===== src/rtl/core/sdf_pkg.sv =====
package sdf_pkg;

    // ASCII codes
    localparam logic [7:0] CHAR_ZERO  = 8'h30;
    localparam logic [7:0] CHAR_NINE  = 8'h39;
    localparam logic [7:0] CHAR_MINUS = 8'h2D;
    localparam logic [7:0] CHAR_PLUS  = 8'h2B;
    localparam logic [7:0] CHAR_SPACE = 8'h20;

    localparam int VALUE_W   = 32;
    localparam int PREC_W    = 6;
    localparam int LEN_W     = 6;
    localparam int DIGIT_W   = 4;
    localparam int NUM_DIGITS = 10;
    localparam int NDIG_W    = 4;

    // m / 10 == (m * RECIP_TEN) >> RECIP_SHIFT for every 32-bit m
    localparam logic [VALUE_W-1:0] RECIP_TEN   = 32'hCCCC_CCCD;
    localparam int                 RECIP_SHIFT = 35;
    localparam logic [VALUE_W-1:0] TEN         = 32'd10;

    localparam int QUEUE_DEPTH = 2;
    localparam int QPTR_W      = $clog2(QUEUE_DEPTH);

    // One formatted value, ready for character emission
    typedef struct packed {
        logic [7:0]                      sign_char;
        logic                            has_sign;
        logic [PREC_W-1:0]               pad;
        logic [NUM_DIGITS*DIGIT_W-1:0]   digits;   // most significant in [3:0]
        logic [LEN_W-1:0]                total;
    } sdf_entry_t;

    typedef enum logic [2:0] {
        FR_IDLE = 3'b001,
        FR_CONV = 3'b010,
        FR_PUSH = 3'b100
    } sdf_front_state_t;

endpackage


===== src/rtl/core/sdf_channels.sv =====
interface sdf_num_if;
    logic        valid;
    logic        ready;
    logic [31:0] value;
    logic [5:0]  precision;
    logic        precision_given;
    logic        plus_sign;
    logic        space_sign;

    modport source (output valid, value, precision, precision_given, plus_sign, space_sign,
                    input ready);
    modport sink   (input valid, value, precision, precision_given, plus_sign, space_sign,
                    output ready);
endinterface

interface sdf_char_if;
    logic       valid;
    logic       ready;
    logic [7:0] char_out;
    logic       last;
    logic [5:0] total_len;

    modport source (output valid, char_out, last, total_len, input ready);
    modport sink   (input valid, char_out, last, total_len, output ready);
endinterface


===== src/rtl/core/sdf_front.sv =====
module sdf_front #(
    parameter int MAX_PRECISION = 62
) (
    input  logic                clk,
    input  logic                rst_n,
    sdf_num_if.sink             num,
    output logic                push,
    output sdf_pkg::sdf_entry_t push_entry,
    input  logic                full
);

    localparam logic [sdf_pkg::PREC_W-1:0] MAX_PREC = sdf_pkg::PREC_W'(MAX_PRECISION);
    localparam int DW = sdf_pkg::NUM_DIGITS * sdf_pkg::DIGIT_W;

    sdf_pkg::sdf_front_state_t state_reg, state_next;

    logic [63:0]                   prod_reg;
    logic [31:0]                   mag_reg;
    logic [DW-1:0]                 dig_reg;
    logic [sdf_pkg::NDIG_W-1:0]    ndig_reg;
    logic [sdf_pkg::PREC_W-1:0]    prec_reg;
    logic [7:0]                    sign_char_reg;
    logic                          has_sign_reg;
    logic                          suppress_reg;

    logic                          accept;
    logic [31:0]                   mag_in;
    logic [sdf_pkg::PREC_W-1:0]    prec_in;
    logic [31:0]                   quot;
    logic [31:0]                   rem;
    logic [31:0]                   mult_a;
    logic [63:0]                   prod_next;
    logic [sdf_pkg::PREC_W-1:0]    ndig_eff;
    logic [sdf_pkg::PREC_W-1:0]    pad;
    logic [sdf_pkg::LEN_W-1:0]     total;

    assign num.ready = (state_reg == sdf_pkg::FR_IDLE);
    assign accept    = num.valid && num.ready;

    assign mag_in  = num.value[31] ? (~num.value + 32'd1) : num.value;
    assign prec_in = !num.precision_given ? sdf_pkg::PREC_W'(1)
                   : (num.precision > MAX_PREC) ? MAX_PREC : num.precision;

    // quotient by ten is a bit slice of the registered product
    assign quot = {3'b000, prod_reg[63:sdf_pkg::RECIP_SHIFT]};
    assign rem  = mag_reg - ((quot << 3) + (quot << 1));

    assign mult_a    = accept ? mag_in : quot;
    assign prod_next = {32'd0, mult_a} * {32'd0, sdf_pkg::RECIP_TEN};

    assign ndig_eff = suppress_reg ? '0 : sdf_pkg::PREC_W'(ndig_reg);
    assign pad      = (prec_reg > ndig_eff) ? (prec_reg - ndig_eff) : '0;
    assign total    = sdf_pkg::LEN_W'(has_sign_reg) + pad + ndig_eff;

    always_comb
    begin
        push_entry.sign_char = sign_char_reg;
        push_entry.has_sign  = has_sign_reg;
        push_entry.pad       = pad;
        push_entry.digits    = dig_reg;
        push_entry.total     = total;
    end

    assign push = (state_reg == sdf_pkg::FR_PUSH) && !full && (total != '0);

    always_comb
    begin
        state_next = state_reg;
        unique case (state_reg)
            sdf_pkg::FR_IDLE: if (accept) state_next = sdf_pkg::FR_CONV;
            sdf_pkg::FR_CONV: if (quot == '0) state_next = sdf_pkg::FR_PUSH;
            sdf_pkg::FR_PUSH: if (total == '0 || !full) state_next = sdf_pkg::FR_IDLE;
            default:          state_next = sdf_pkg::FR_IDLE;
        endcase
    end

    always_ff @(posedge clk or negedge rst_n)
    begin
        if (!rst_n)
        begin
            state_reg <= sdf_pkg::FR_IDLE;
        end
        else
        begin
            state_reg <= state_next;
        end
    end

    // datapath: load on transfer, then one digit per cycle
    always_ff @(posedge clk)
    begin
        if (accept)
        begin
            prod_reg     <= prod_next;
            mag_reg      <= mag_in;
            ndig_reg     <= '0;
            prec_reg     <= prec_in;
            suppress_reg <= (prec_in == '0) && (mag_in == '0);
            has_sign_reg <= num.value[31] || num.plus_sign || num.space_sign;
            sign_char_reg <= num.value[31] ? sdf_pkg::CHAR_MINUS
                           : num.plus_sign ? sdf_pkg::CHAR_PLUS : sdf_pkg::CHAR_SPACE;
        end
        else if (state_reg == sdf_pkg::FR_CONV)
        begin
            dig_reg  <= {dig_reg[DW-sdf_pkg::DIGIT_W-1:0], rem[sdf_pkg::DIGIT_W-1:0]};
            ndig_reg <= ndig_reg + 1'b1;
            mag_reg  <= quot;
            prod_reg <= prod_next;
        end
    end

endmodule


===== src/rtl/core/sdf_queue.sv =====
module sdf_queue (
    input  logic                clk,
    input  logic                rst_n,
    input  logic                push,
    input  sdf_pkg::sdf_entry_t push_entry,
    output logic                full,
    input  logic                pop,
    output logic                valid,
    output sdf_pkg::sdf_entry_t head
);

    localparam int CNT_W = $clog2(sdf_pkg::QUEUE_DEPTH + 1);

    sdf_pkg::sdf_entry_t           entry_reg [sdf_pkg::QUEUE_DEPTH];
    logic [sdf_pkg::QPTR_W-1:0]    wr_ptr_reg;
    logic [sdf_pkg::QPTR_W-1:0]    rd_ptr_reg;
    logic [CNT_W-1:0]              count_reg;

    assign full  = (count_reg == CNT_W'(sdf_pkg::QUEUE_DEPTH));
    assign valid = (count_reg != '0);
    assign head  = entry_reg[rd_ptr_reg];

    always_ff @(posedge clk or negedge rst_n)
    begin
        if (!rst_n)
        begin
            wr_ptr_reg <= '0;
            rd_ptr_reg <= '0;
            count_reg  <= '0;
        end
        else
        begin
            if (push)
            begin
                wr_ptr_reg <= (wr_ptr_reg == sdf_pkg::QPTR_W'(sdf_pkg::QUEUE_DEPTH - 1))
                            ? '0 : wr_ptr_reg + 1'b1;
            end
            if (pop)
            begin
                rd_ptr_reg <= (rd_ptr_reg == sdf_pkg::QPTR_W'(sdf_pkg::QUEUE_DEPTH - 1))
                            ? '0 : rd_ptr_reg + 1'b1;
            end
            if (push && !pop)
            begin
                count_reg <= count_reg + 1'b1;
            end
            else if (pop && !push)
            begin
                count_reg <= count_reg - 1'b1;
            end
        end
    end

    always_ff @(posedge clk)
    begin
        if (push)
        begin
            entry_reg[wr_ptr_reg] <= push_entry;
        end
    end

endmodule


===== src/rtl/core/sdf_emitter.sv =====
module sdf_emitter (
    input  logic                clk,
    input  logic                rst_n,
    input  logic                valid,
    input  sdf_pkg::sdf_entry_t head,
    output logic                pop,
    sdf_char_if.source          chars
);

    localparam int DW = sdf_pkg::NUM_DIGITS * sdf_pkg::DIGIT_W;

    logic                          busy_reg;
    logic                          sign_pend_reg;
    logic [sdf_pkg::PREC_W-1:0]    pad_reg;
    logic [DW-1:0]                 dig_reg;
    logic [sdf_pkg::LEN_W-1:0]     rem_reg;
    logic [sdf_pkg::LEN_W-1:0]     total_reg;
    logic [7:0]                    sign_char_reg;

    logic                          out_valid_reg;
    logic [7:0]                    out_char_reg;
    logic                          out_last_reg;
    logic [sdf_pkg::LEN_W-1:0]     out_len_reg;

    logic                          load;
    logic                          finish;
    logic                          is_last;
    logic [7:0]                    cur_char;

    assign load    = busy_reg && (!out_valid_reg || chars.ready);
    assign is_last = (rem_reg == sdf_pkg::LEN_W'(1));
    assign finish  = load && is_last;
    assign pop     = valid && (!busy_reg || finish);

    always_comb
    begin
        if (sign_pend_reg)
        begin
            cur_char = sign_char_reg;
        end
        else if (pad_reg != '0)
        begin
            cur_char = sdf_pkg::CHAR_ZERO;
        end
        else
        begin
            cur_char = sdf_pkg::CHAR_ZERO + {4'h0, dig_reg[sdf_pkg::DIGIT_W-1:0]};
        end
    end

    assign chars.valid     = out_valid_reg;
    assign chars.char_out  = out_char_reg;
    assign chars.last      = out_last_reg;
    assign chars.total_len = out_len_reg;

    always_ff @(posedge clk or negedge rst_n)
    begin
        if (!rst_n)
        begin
            busy_reg      <= 1'b0;
            out_valid_reg <= 1'b0;
        end
        else
        begin
            if (!busy_reg || finish)
            begin
                busy_reg <= valid;
            end
            if (load)
            begin
                out_valid_reg <= 1'b1;
            end
            else if (chars.ready)
            begin
                out_valid_reg <= 1'b0;
            end
        end
    end

    always_ff @(posedge clk)
    begin
        if (pop)
        begin
            sign_pend_reg <= head.has_sign;
            sign_char_reg <= head.sign_char;
            pad_reg       <= head.pad;
            dig_reg       <= head.digits;
            rem_reg       <= head.total;
            total_reg     <= head.total;
        end
        else if (load)
        begin
            rem_reg <= rem_reg - 1'b1;
            if (sign_pend_reg)
            begin
                sign_pend_reg <= 1'b0;
            end
            else if (pad_reg != '0)
            begin
                pad_reg <= pad_reg - 1'b1;
            end
            else
            begin
                dig_reg <= {{sdf_pkg::DIGIT_W{1'b0}}, dig_reg[DW-1:sdf_pkg::DIGIT_W]};
            end
        end

        if (load)
        begin
            out_char_reg <= cur_char;
            out_last_reg <= is_last;
            out_len_reg  <= is_last ? total_reg : '0;
        end
    end

endmodule


===== src/rtl/core/signed_decimal_formatter.sv =====
// Channel  Role    Payload                                                 Transfer
// num      sink    value, precision, precision_given, plus_sign, space_sign  valid & ready
// chars    source  char_out, last, total_len                               valid & ready
//
// Front: accepts a value only while idle; D = decimal digits of the magnitude (1..10).
// It takes no new value until the divide-by-ten multiply loop, one digit per cycle, has
// yielded all D digits and its push state is over. Back: one character per cycle while chars
// is ready; optional sign + max(precision, D) characters per value, no digits for zero at precision 0.
// rst_n clears the control state asynchronously; payload registers are not reset.
// A stall on chars holds the back; the two-entry queue lets the front keep converting.
module signed_decimal_formatter #(
    parameter int MAX_PRECISION = 62
) (
    input  logic        clk,
    input  logic        rst_n,
    sdf_num_if.sink     num,
    sdf_char_if.source  chars
);

    // front to queue
    logic                push;
    sdf_pkg::sdf_entry_t push_entry;
    logic                full;

    // queue to back
    logic                pop;
    logic                head_valid;
    sdf_pkg::sdf_entry_t head;

    // Classify the item, saturate precision and peel off digits by
    // reciprocal multiply; push one record per value that prints anything.
    sdf_front #(
        .MAX_PRECISION (MAX_PRECISION)
    ) u_front (
        .clk        (clk),
        .rst_n      (rst_n),
        .num        (num),
        .push       (push),
        .push_entry (push_entry),
        .full       (full)
    );

    // Decouple conversion from emission.
    sdf_queue u_queue (
        .clk        (clk),
        .rst_n      (rst_n),
        .push       (push),
        .push_entry (push_entry),
        .full       (full),
        .pop        (pop),
        .valid      (head_valid),
        .head       (head)
    );

    // Walk sign, pad zeros and digits out through a registered output stage.
    sdf_emitter u_emitter (
        .clk   (clk),
        .rst_n (rst_n),
        .valid (head_valid),
        .head  (head),
        .pop   (pop),
        .chars (chars)
    );

endmodule


===== src/flat_wrapper.sv =====
// flat-port wrapper written by rule: the top's interface ports become plain ports
module signed_decimal_formatter_flat 
#(
    parameter int MAX_PRECISION = 62
)
  (clk, rst_n, num_valid, num_value, num_precision, num_precision_given, num_plus_sign, num_space_sign, num_ready, chars_valid, chars_char_out, chars_last, chars_total_len, chars_ready);
  sdf_num_if num_i ();
  sdf_char_if chars_i ();
  input  logic clk;
  input  logic rst_n;
  input wire logic [$bits(num_i.valid)-1:0] num_valid;
  input wire logic [$bits(num_i.value)-1:0] num_value;
  input wire logic [$bits(num_i.precision)-1:0] num_precision;
  input wire logic [$bits(num_i.precision_given)-1:0] num_precision_given;
  input wire logic [$bits(num_i.plus_sign)-1:0] num_plus_sign;
  input wire logic [$bits(num_i.space_sign)-1:0] num_space_sign;
  output wire logic [$bits(num_i.ready)-1:0] num_ready;
  output wire logic [$bits(chars_i.valid)-1:0] chars_valid;
  output wire logic [$bits(chars_i.char_out)-1:0] chars_char_out;
  output wire logic [$bits(chars_i.last)-1:0] chars_last;
  output wire logic [$bits(chars_i.total_len)-1:0] chars_total_len;
  input wire logic [$bits(chars_i.ready)-1:0] chars_ready;
  assign num_i.valid = num_valid;
  assign num_i.value = num_value;
  assign num_i.precision = num_precision;
  assign num_i.precision_given = num_precision_given;
  assign num_i.plus_sign = num_plus_sign;
  assign num_i.space_sign = num_space_sign;
  assign num_ready = num_i.ready;
  assign chars_valid = chars_i.valid;
  assign chars_char_out = chars_i.char_out;
  assign chars_last = chars_i.last;
  assign chars_total_len = chars_i.total_len;
  assign chars_i.ready = chars_ready;
  signed_decimal_formatter #(.MAX_PRECISION(MAX_PRECISION)) u_core (.clk(clk), .rst_n(rst_n), .num(num_i), .chars(chars_i));
endmodule

===== config.mk =====
export PLATFORM = sky130hd
export DESIGN_NAME = signed_decimal_formatter_flat
export DESIGN_NICKNAME = d
export VERILOG_FILES = /design/src/rtl/core/sdf_pkg.sv /design/src/rtl/core/sdf_channels.sv /design/src/rtl/core/sdf_front.sv /design/src/rtl/core/sdf_queue.sv /design/src/rtl/core/sdf_emitter.sv /design/src/rtl/core/signed_decimal_formatter.sv /design/src/flat_wrapper.sv
export SDC_FILE = /design/constraint.sdc
export NUM_CORES = 1
export LEC_CHECK = 0
export BUFFER_PORTS_ARGS = -buffer_cell sky130_fd_sc_hd__buf_4
export CAP_MARGIN = 20
export CORE_UTILIZATION = 50
export CTS_CLUSTER_SIZE = 12
export DETAILED_ROUTE_END_ITERATION = 7
export PLACE_DENSITY = 0.69
export SLEW_MARGIN = 20
export SYNTH_ARGS = -nofsm -noshare
export SYNTH_HDL_FRONTEND = slang
export SYNTH_HIERARCHICAL = 1
export SYNTH_SLANG_ARGS = --single-unit

===== constraint.sdc =====
create_clock -name clk -period 10.8 [get_ports clk]
set_input_delay 1.08 -clock clk [delete_from_list [all_inputs] [get_ports clk]]
set_output_delay 1.08 -clock clk [all_outputs]
set_load 0.01 [all_outputs]

After elaboration in Yosys (flattened, before gate mapping)
Memories as Yosys holds them, arrays and structs flattened. Cells that the tools add are included.

$add $sub $neg: 14. Multipliers: 1. Div/mod/pow operators: 0. Magnitude comparators: 2. Eq/ne operators: 10. Shift operators: 0. Muxes and demuxes: 37. Bitwise gates (word level): 2. Reductions and logical operators: 35.

Operator list (count): two-way mux 40 bit (4); two-way mux 64 bit (2); zero test 32 bit (2); multiplier 32 x 32 -> 64 bit (second input constant) (1); two-way mux 32 bit (2); two-way mux 6 bit (9); adder 32 x 1 -> 32 bit (second input constant) (1); inverter 32 bit (1); two-way mux 4 bit (4); zero test 6 bit (2); nonzero test 2 bit (6); nonzero test 6 bit (2); subtractor 6 x 1 -> 6 bit (second input constant) (2); logical AND 1 bit (9); two-way mux 3 bit (3); one-hot mux 3 bit (3 select lines) (1); AND reduction 3 bit (3); two-way mux 1 bit (8); two-way mux 8 bit (1); != test 2 x 1 -> 1 bit (second input constant) (4); adder 6 x 4 -> 7 bit (first input constant) (1); two-way mux 7 bit (1); adder 1 x 6 -> 6 bit (1); adder 6 x 4 -> 6 bit (1); 20 further kinds (30).

Register bits: 219. Latch bits: 0. RAM bits: 122. Bits in read-only memories: 0. Input port bits: 45. Output and inout port bits: 17. Memories kept: 1.

Memories: u_core.u_queue.entry_reg (depth 2, bits a word 61, rd ports 1, clocked after memory_dff 0, wr ports 1, line sdf_queue.sv:14) `sdf_pkg::sdf_entry_t entry_reg [sdf_pkg::QUEUE_DEPTH];`.

Depth between registers and ports, before layout
Gate-level depths: netlist of run 1.

Word-level depth: 11. Gate-level depth with buffers: 36. Mapped depth without buffers: 35.

Cells and area by module
The synthesis of run 1 kept the hierarchy.

By module, submodules not included: sdf_front (times used 1, cells an instance 2144, area an instance 21740.9 um^2); sdf_queue (times used 1, cells an instance 206, area an instance 4892.2 um^2); sdf_emitter (times used 1, cells an instance 221, area an instance 3667.3 um^2).

Least setup slack after synthesis of run 1
Ideal clock, no wire load.

Kind: input -> register. Start point: input num_value[0]. End point: register u_core.u_front.prod_reg[62], data pin. Library setup time: 0.259 ns. Arrival time: 9.978 ns. Required time: 10.541 ns. Slack: 0.563 ns. Cell stages on the path: 33. Path buffers: 2. Cells stage by stage: or4_1 -> or4_1 -> buf_2 -> or4_1 -> buf_2 -> nor3_4 -> nand2_2 -> or3_4 -> nand2_1 -> xor2_1 -> a21oi_1 -> ha_1 -> ha_1 -> fa_1 -> inv_1 -> fa_1 -> inv_1 -> fa_1 -> fa_1 -> fa_1 -> inv_1 -> fa_1 -> inv_1 -> ha_1 -> a211oi_1 -> o21ai_0 -> a221o_1 -> or3_1 -> a21oi_1 -> a21oi_1 -> a41o_1 -> a221o_1 -> xor2_1.

Longest elaborated chain between the ends: 7.

Ends and longest elaborated chain: from (decl) (line flat_wrapper.sv:12) `input wire logic [$bits(num_i.value)-1:0] num_value;`; inverter 32 bit (line sdf_front.sv:40) `assign mag_in = num.value[31] ? (~num.value + 32'd1) : num.value;`; adder 32 x 1 -> 32 bit (line sdf_front.sv:40); two-way mux 32 bit (*) (line sdf_front.sv:40); two-way mux 32 bit (*) (line sdf_front.sv:48) `assign mult_a = accept ? mag_in : quot;`; multiplier 32 x 32 -> 64 bit (*) (line sdf_front.sv:49) `assign prod_next = {32'd0, mult_a} * {32'd0, sdf_pkg::RECIP_TEN};`; via u_core.u_front.prod_next[62] (line sdf_front.sv:32) `logic [63:0] prod_next;`; two-way mux 64 bit (line sdf_front.sv:103) `else if (state_reg == sdf_pkg::FR_CONV)`; two-way mux 64 bit (*) (line sdf_front.sv:92) `if (accept)`; to (signal assigned) (line sdf_front.sv:94) `prod_reg <= prod_next;`; to (signal assigned) (line sdf_front.sv:108) `prod_reg <= prod_next;`; to (decl) (line sdf_front.sv:17) `logic [63:0] prod_reg;`.

The timed path passes the listed nets; every way through them passes the cells marked *. The select of a mux whose other input is x is not followed. A chain may end at the register's enable or synchronous reset.

Final worst setup path of run 1
Ends and elaborated chain as after synthesis.

==> reports/metrics.cfg, run 1 <==
[drt]
wl_per_cell_um = 23.7
drt_pre_antenna_iters = 5
viasPerCell = 5.43
first_iter_violations = 1390
drtAntennaViolNets = 0
num_vias = 19300
drc = 0
wl_mm = 84.3

[clock_tree]
hold_buffers = 0
cts_root_buf = clkbuf_16
tritoncts = done
clock_tree.buffer_depth = 3
post_cts_resize_count = 0
h-tree-depth = 1
clkLatencyLatePin_ps = 580
path_clk_slew_ps = 60
cts_sinks = 301
cts_inserted_buffers = 30
post_cts_buffers = 0

[finish]
syn_to_final_growth_pct = 10.5
fin_util_pct = 56.3
nets = 3585
antenna_cells = 0
drive_gt1_share_pct = 13.8
fillers = 4987
largest_reg_flops = 122
fin_cells = 3560
fin_area_um2 = 33500

[synth]
yosys_warnings = 6
synth_top_flop_cell = edfxtp_1
synth_common_cells = 642 x inv_1, 411 x fa_1, 354 x ha_1
synth_cell_types = 81
avgSynthCellArea_um2 = 11.8
synth_edf_count = 288
synthCells = 2571
yosysSeqAreaShare_pct = 29.6
synth_area_leader_cell = edfxtp_1
yosysMostFrequentCell = inv_1
synthArstFlopShare_pct = 2.99
netlist.area_leader.share_pct = 28.5
synth_seq_cells = 301
synth.area.top_cells = edfxtp_1 29%, fa_1 27%, ha_1 15%
synth_area_um2 = 30300

[worst_setup_path]
cpMostUsedCell = fa_1
required_ps = 11120
path_class = in2reg
ff2ff_setup_slack_ps = 1380
critPathSlowestCell = or4_1
arrival_ps = 10740
worstPathMaxFanout = 6
startpoint_type = primary input
cpPeakStageDelay_ps = 610
path_buf_inv = 7
crit_family = adder cells
worstSetupEndpointType = flop

[floorplan]
ios = 62
die_h_um = 248
start_util_pct = 51.0
rows = 89
dieArea_um2 = 61600
fp.coreArea_um2 = 59500
die_width_um = 248

[global_routing]
use_met1_pct = 38.0
grt_usage_pct = 28.0
grt_pass1_wl_mm = 125
met2_usage_pct = 46.0
antenna_found_initial = 0
busiest_layer = met2
grt_pass1_vias = 20500
met3_usage_pct = 3.28
grt_overflow = 0
grt_max_degree = 51

[placement]
placed_area_um2 = 32600
place_hpwl_mm = 72.4
dp.cells = 3516
gp_congestion = 1.00
io_buffer_count = 61

[timing]
hold_viol_final = 0
maxSlewHeadroom_pct = 30.4
worst_clock_skew_ps = 38.5
finalSetupViolations = 0
drv_slew = 0
rsz0062_at_grt = no
fmax_mhz = 96.0
worst_slew_pin_slew_ps = 1040
min_period_ps = 10410
finalSetupTns_ps = 0
period_share_pct = 96.4

[status]
outcome = complete, no violations

[min_path]
hold_class = in2async

[job]
drv_cap = 0

through the flow:
step,hold WS [ps],setup slack [ps]
after floorplan,421,563
after global placement,422,-77.5
after detailed placement,432,-179
after CTS,328,418
after global routing,337,87.1
final,342,387
path summary, 6_finish.rpt:
check                                       startpoint  cells past startpoint                              end
min in group clk            u_core/u_front/dig_reg[39]                      0  u_core/u_queue/entry_reg[0][45]
hold / removal                                   rst_n                      1      u_core/u_queue/count_reg[1]
max in group asynchronous                        rst_n                      1      u_core/u_front/state_reg[0]
setup reg to reg           u_core/u_front/state_reg[0]                     31      u_core/u_front/prod_reg[62]
setup / recovery                          num_value[0]                     34      u_core/u_front/prod_reg[62]
hold reg to reg             u_core/u_front/dig_reg[39]                      0  u_core/u_queue/entry_reg[0][45]
layout by cell type (no fill, tap or decap), types with 51 or more instances in the layout:
cell	netlist	layout
buf_4	6	218
edfxtp_1	288	288
inv_1	642	642
nor2_1	69	69
o21ai_0	52	51
mux2_4	93	93
ha_1	354	354
nand2_1	91	91
xor2_1	58	58
fa_1	411	411
a21oi_1	81	81
logic make-up after synthesis:
group,count (synthesis),synth area share (%)
AO/OA/AOI/OAI,264,5.74
multiplexers,105,5.03
other,2,0.0248
adder cells (fa/ha/maj),765,41.8
XOR/XNOR,101,2.92
flip-flops,301,29.6
AND/OR/NAND/NOR,341,5.81
buffers and inverters,692,9.15
layout make-up:
type                    count  area (um2)  share of cell area (%)
multi-input cells        1580       18600                    55.6
flip-flops and latches    301        8960                    26.8
inverters                 644        2420                    7.22
repair buffers            218        1640                    4.89
well taps                 773         967                    2.89
clock buffers              38         791                    2.36
clock inverters             6         105                   0.314
metal layers:
| layer | vias up | wire, um |
|---|---|---|
| li1 | 8756 | - |
| met1 | 9801 | 36000 |
| met5 | - | 0 |
| met4 | 0 | 3670 |
| met2 | 628 | 39800 |
| met3 | 155 | 4780 |
worst reg2reg max path: cells and delay by family, from the launching register on:
| family | cells | cell delay, ps |
|---|---|---|
| buffers and inverters | 10 | 1440 |
| adders and majority gates | 9 | 4020 |
| and+or+nand+nor | 3 | 890 |
| xor gates and xnor gates | 1 | 140 |
| DFF | 1 | 540 |
| AOI/OAI and AO/OA | 8 | 2180 |
Power of run 1 is left out: the tool's default activity adds up to more than one toggle a clock period on the data nets, which glitch-free logic cannot reach.
==> inputs of run 2 (changes only) <==
==> constraint.sdc (replaced) <==
create_clock -name clk -period 12.9 [get_ports clk]
set_input_delay 1.29 -clock clk [delete_from_list [all_inputs] [get_ports clk]]
set_output_delay 1.29 -clock clk [all_outputs]
set_load 0.01 [all_outputs]
==> run 2 against run 1 <==
  * Setup slack better by 1000 ps
  * Hold slack better by 100 ps
  * Cell count down 3.8%
  * Sequential cell count unchanged
  * Global-route usage down 0.59 points
  * Critical path depth down 1
  * First-iteration DRC count down 4.6%
  * Critical path type unchanged
  * Critical endpoint is now u_core/u_front/prod_reg[60]
==> reports/metrics.cfg, run 2 (synthesized netlist as in run 1, its figures left out) <==
[global_routing]
grt_max_degree = 59
grt_overflow = 0
use_met1_pct = 38.9
antenna_found_initial = 2
grt_pass1_wl_mm = 123
grt_usage_pct = 27.4
met2_usage_pct = 44.4
busiest_layer = met2
grt_pass1_vias = 20400
met3_usage_pct = 4.01

[min_path]
hold_class = reg2reg
hp-start = u_core/u_front/dig_reg[36]
hold_depth = 0
worstHoldEndpoint = u_core/u_queue/entry_reg[0][42]

[floorplan]
dieArea_um2 = 61600
die_width_um = 248
ios = 62
die_h_um = 248
fp.coreArea_um2 = 59500
start_util_pct = 51.0
rows = 89

[drt]
drc = 0
drt_pre_antenna_iters = 5
first_iter_violations = 1326
wl_per_cell_um = 23.8
viasPerCell = 5.55
num_vias = 19000
drtAntennaViolNets = 0
wl_mm = 81.5

[status]
outcome = complete, no violations

[timing]
fmax_mhz = 87.0
drv_slew = 0
hold_viol_final = 0
maxSlewHeadroom_pct = 25.2
finalSetupTns_ps = 0
rsz0062_at_grt = no
worst_slew_pin_slew_ps = 1110
period_share_pct = 89.1
min_period_ps = 11500
finalSetupViolations = 0
worst_clock_skew_ps = 11.2

[clock_tree]
hold_buffers = 0
clkLatencyLatePin_ps = 560
cts_root_buf = clkbuf_16
h-tree-depth = 1
post_cts_resize_count = 0
cts_sinks = 301
post_cts_buffers = 0
cts_inserted_buffers = 29
clock_tree.buffer_depth = 3
tritoncts = done
path_clk_slew_ps = 60

[finish]
drive_gt1_share_pct = 9.28
antenna_cells = 0
nets = 3449
final_common_cell = inv_1
final_cell_mix = 642 x inv_1, 411 x fa_1, 354 x ha_1
syn_to_final_growth_pct = 6.83
largest_reg_flops = 122

[worst_setup_path]
required_ps = 13210
startpoint_type = primary input
cp.depth = 33
worstSetupEndpointType = flop
r2r-end = u_core/u_front/prod_reg[60]
worstPathMaxFanout = 10
critPathSlowestCell = nor4_1
ff2ff_setup_slack_ps = 2210
crit_family = adder cells
r2r-start = u_core/u_front/state_reg[0]
path_buf_inv = 8
arrival_ps = 11810
cpPeakStageDelay_ps = 720
timing.reg2reg.worst_path_depth = 28
path_class = in2reg

[placement]
gp_congestion = 0.978
io_buffer_count = 61
place_hpwl_mm = 69.4

[job]
drv_cap = 0

run 2: area by class of cell:
| class | instances | area (um2) |
|---|---|---|
| multi-input combinational | 1580 | 18600 |
| timing repair buffer | 83 | 623 |
| sequential | 301 | 8960 |
| clock inverter | 2 | 27.5 |
| fill | 5155 | 27100 |
| inverter | 644 | 2420 |
| clock buffer | 40 | 777 |
| tap | 773 | 967 |
run 2: worst max-delay path by stage:
stage | from | endpoint | slack, ps
floorplan | num_value[0] | u_core/u_front/prod_reg[62] | 2450
global placement | num_value[0] | u_core/u_front/prod_reg[60] | 1270
detailed placement | num_value[0] | u_core/u_front/prod_reg[60] | 1020
CTS | num_value[0] | u_core/u_front/prod_reg[60] | 1600
global route | num_value[0] | u_core/u_front/prod_reg[60] | 930
finish | num_value[0] | u_core/u_front/prod_reg[60] | 1400
run 2: per-layer routing:
layer / vias up / wire, um
met2: 645 / 37700
met1: 9752 / 35800
met3: 127 / 5660
met5: - / 30
met4: 4 / 2190
li1: 8483 / -
run 2: stage by stage:
step                      hold WS (ps)  std cells  cell area [um2]  worst slack (ps)  util [%]
final                              443       3423            32400              1400      54.4
after global placement             422       3381            31600              1270      53.1
after detailed placement           431       3381            31600              1020      53.1
after floorplan                    421       2573            30300              2450         -
after global routing               461       3423            32400               931      54.4
after CTS                          444       3423            32400              1600      54.4
Power of run 2 is left out for the same reason.
==> inputs of run 3 (changes only) <==
--- a/config.mk
+++ b/config.mk
@@ -7,10 +7,10 @@
 export LEC_CHECK = 0
 export BUFFER_PORTS_ARGS = -buffer_cell sky130_fd_sc_hd__buf_4
 export CAP_MARGIN = 20
-export CORE_UTILIZATION = 50
+export CORE_UTILIZATION = 60
 export CTS_CLUSTER_SIZE = 12
 export DETAILED_ROUTE_END_ITERATION = 7
-export PLACE_DENSITY = 0.69
+export PLACE_DENSITY = 0.8
 export SLEW_MARGIN = 20
 export SYNTH_ARGS = -nofsm -noshare
 export SYNTH_HDL_FRONTEND = slang
==> constraint.sdc (replaced) <==
create_clock -name clk -period 12.9 [get_ports clk]
set_input_delay 1.935 -clock clk [delete_from_list [all_inputs] [get_ports clk]]
set_output_delay 1.935 -clock clk [all_outputs]
set_load 0.01 [all_outputs]
==> run 3 against run 2 <==
  * Final area about the same
  * Hold slack gained 6.1 ps
  * Register-to-register slack lost 260 ps
  * Highest routed layer unchanged
  * Sequential cell count is the same
  * Utilization is 11 points higher
  * Count of clock-buffer cells in the layout increased by 5
==> reports/metrics.cfg, run 3 (synthesized netlist as in run 1, its figures left out) <==
[worst_setup_path]
worstSetupEndpointType = flop
critPathSlowestCell = or4_1
crit_family = adder cells
r2r-start = u_core/u_front/state_reg[0]
path_buf_inv = 5
startpoint_type = primary input
arrival_ps = 12150
worstPathMaxFanout = 10
cpPeakStageDelay_ps = 710
required_ps = 13210
path_class = in2reg
startpoint = num_value[0]
cpMostUsedCell = fa_1

[global_routing]
grt_overflow = 0
antenna_found_initial = 1
grt_pass1_wl_mm = 125
grt_max_degree = 62
grt_usage_pct = 33.9
grt_pass1_vias = 20300

[floorplan]
ios = 62
start_util_pct = 61.4
dieArea_um2 = 51400
rows = 81
die_h_um = 227
die_width_um = 227
fp.coreArea_um2 = 49400

[clock_tree]
post_cts_buffers = 0
h-tree-depth = 1
hold_buffers = 0
tritoncts = done
clkLatencyLatePin_ps = 560
clock_tree.buffer_depth = 3
cts_inserted_buffers = 29
cts_sinks = 301
post_cts_resize_count = 0
cts_root_buf = clkbuf_16
path_clk_slew_ps = 60

[timing]
period_share_pct = 91.8
finalSetupTns_ps = 0
finalSetupViolations = 0
hold_viol_final = 0
fmax_mhz = 84.4
worst_slew_pin_slew_ps = 1110
drv_slew = 0
worst_clock_skew_ps = 8.53
rsz0062_at_grt = no
maxSlewHeadroom_pct = 26.2
min_period_ps = 11840

[finish]
final_common_cell = inv_1
final_cell_mix = 642 x inv_1, 411 x fa_1, 354 x ha_1
syn_to_final_growth_pct = 6.80
multi_input_area_um2 = 18600
largest_reg_flops = 122
fillers = 3725
drive_gt1_share_pct = 9.74
nets = 3462
regArea_um2 = 8960

[drt]
wl_per_cell_um = 25.2
drt_pre_antenna_iters = 5
wl_mm = 84.0
drc = 0
viasPerCell = 5.82
first_iter_violations = 1842
num_vias = 19400
drtAntennaViolNets = 0

[placement]
gp_congestion = 1.00
place_hpwl_mm = 70.8
io_buffer_count = 61

[min_path]
hold_class = reg2reg
hp-start = u_core/u_front/dig_reg[39]

[job]
drv_cap = 0

[status]
outcome = complete, no violations

## run 3: worst paths after layout
kind / to / slack [ps] / cells after the start
max in group asynchronous: u_core/u_front/state_reg[0] / 11470 / 1
hold / removal: u_core/u_queue/entry_reg[1][45] / 450 / 0
hold reg to reg: u_core/u_queue/entry_reg[1][45] / 450 / 0
min in group asynchronous: u_core/u_emitter/chars.valid / 1200 / 1
setup / recovery: u_core/u_front/prod_reg[62] / 1060 / 32
setup reg to reg: u_core/u_front/prod_reg[60] / 1950 / 28
## run 3: per-layer routing
layer	global-route usage [%]	share of wire (%)	up-vias
met5	0	0.011	-
met4	11.1	3.8	2
met3	8.25	9.3	168
met2	51.5	44	905
met1	47.9	43	9825
li1	-	-	8520
## run 3: metrics by stage
stage	utilization, %	cell area, um2	setup slack [ps]	instances	hold WS (ps)
2_1_floorplan	-	30300	1810	2573	421
3_3_place_gp	63.9	31500	682	3285	422
3_5_place_dp	63.9	31500	609	3285	436
4_1_cts	65.6	32400	1150	3333	450
5_1_grt	65.6	32400	639	3333	456
6_report	65.6	32400	1060	3334	449
## run 3: layout make-up
class	count	area share, %
clock inverters	3	0.0889
well taps	664	2.57
repair buffers	96	2.23
diodes	1	0.00773
multi-input cells	1580	57.5
inverters	644	7.47
clock buffers	45	2.49
flip-flops and latches	301	27.7
Power of run 3 is left out for the same reason.
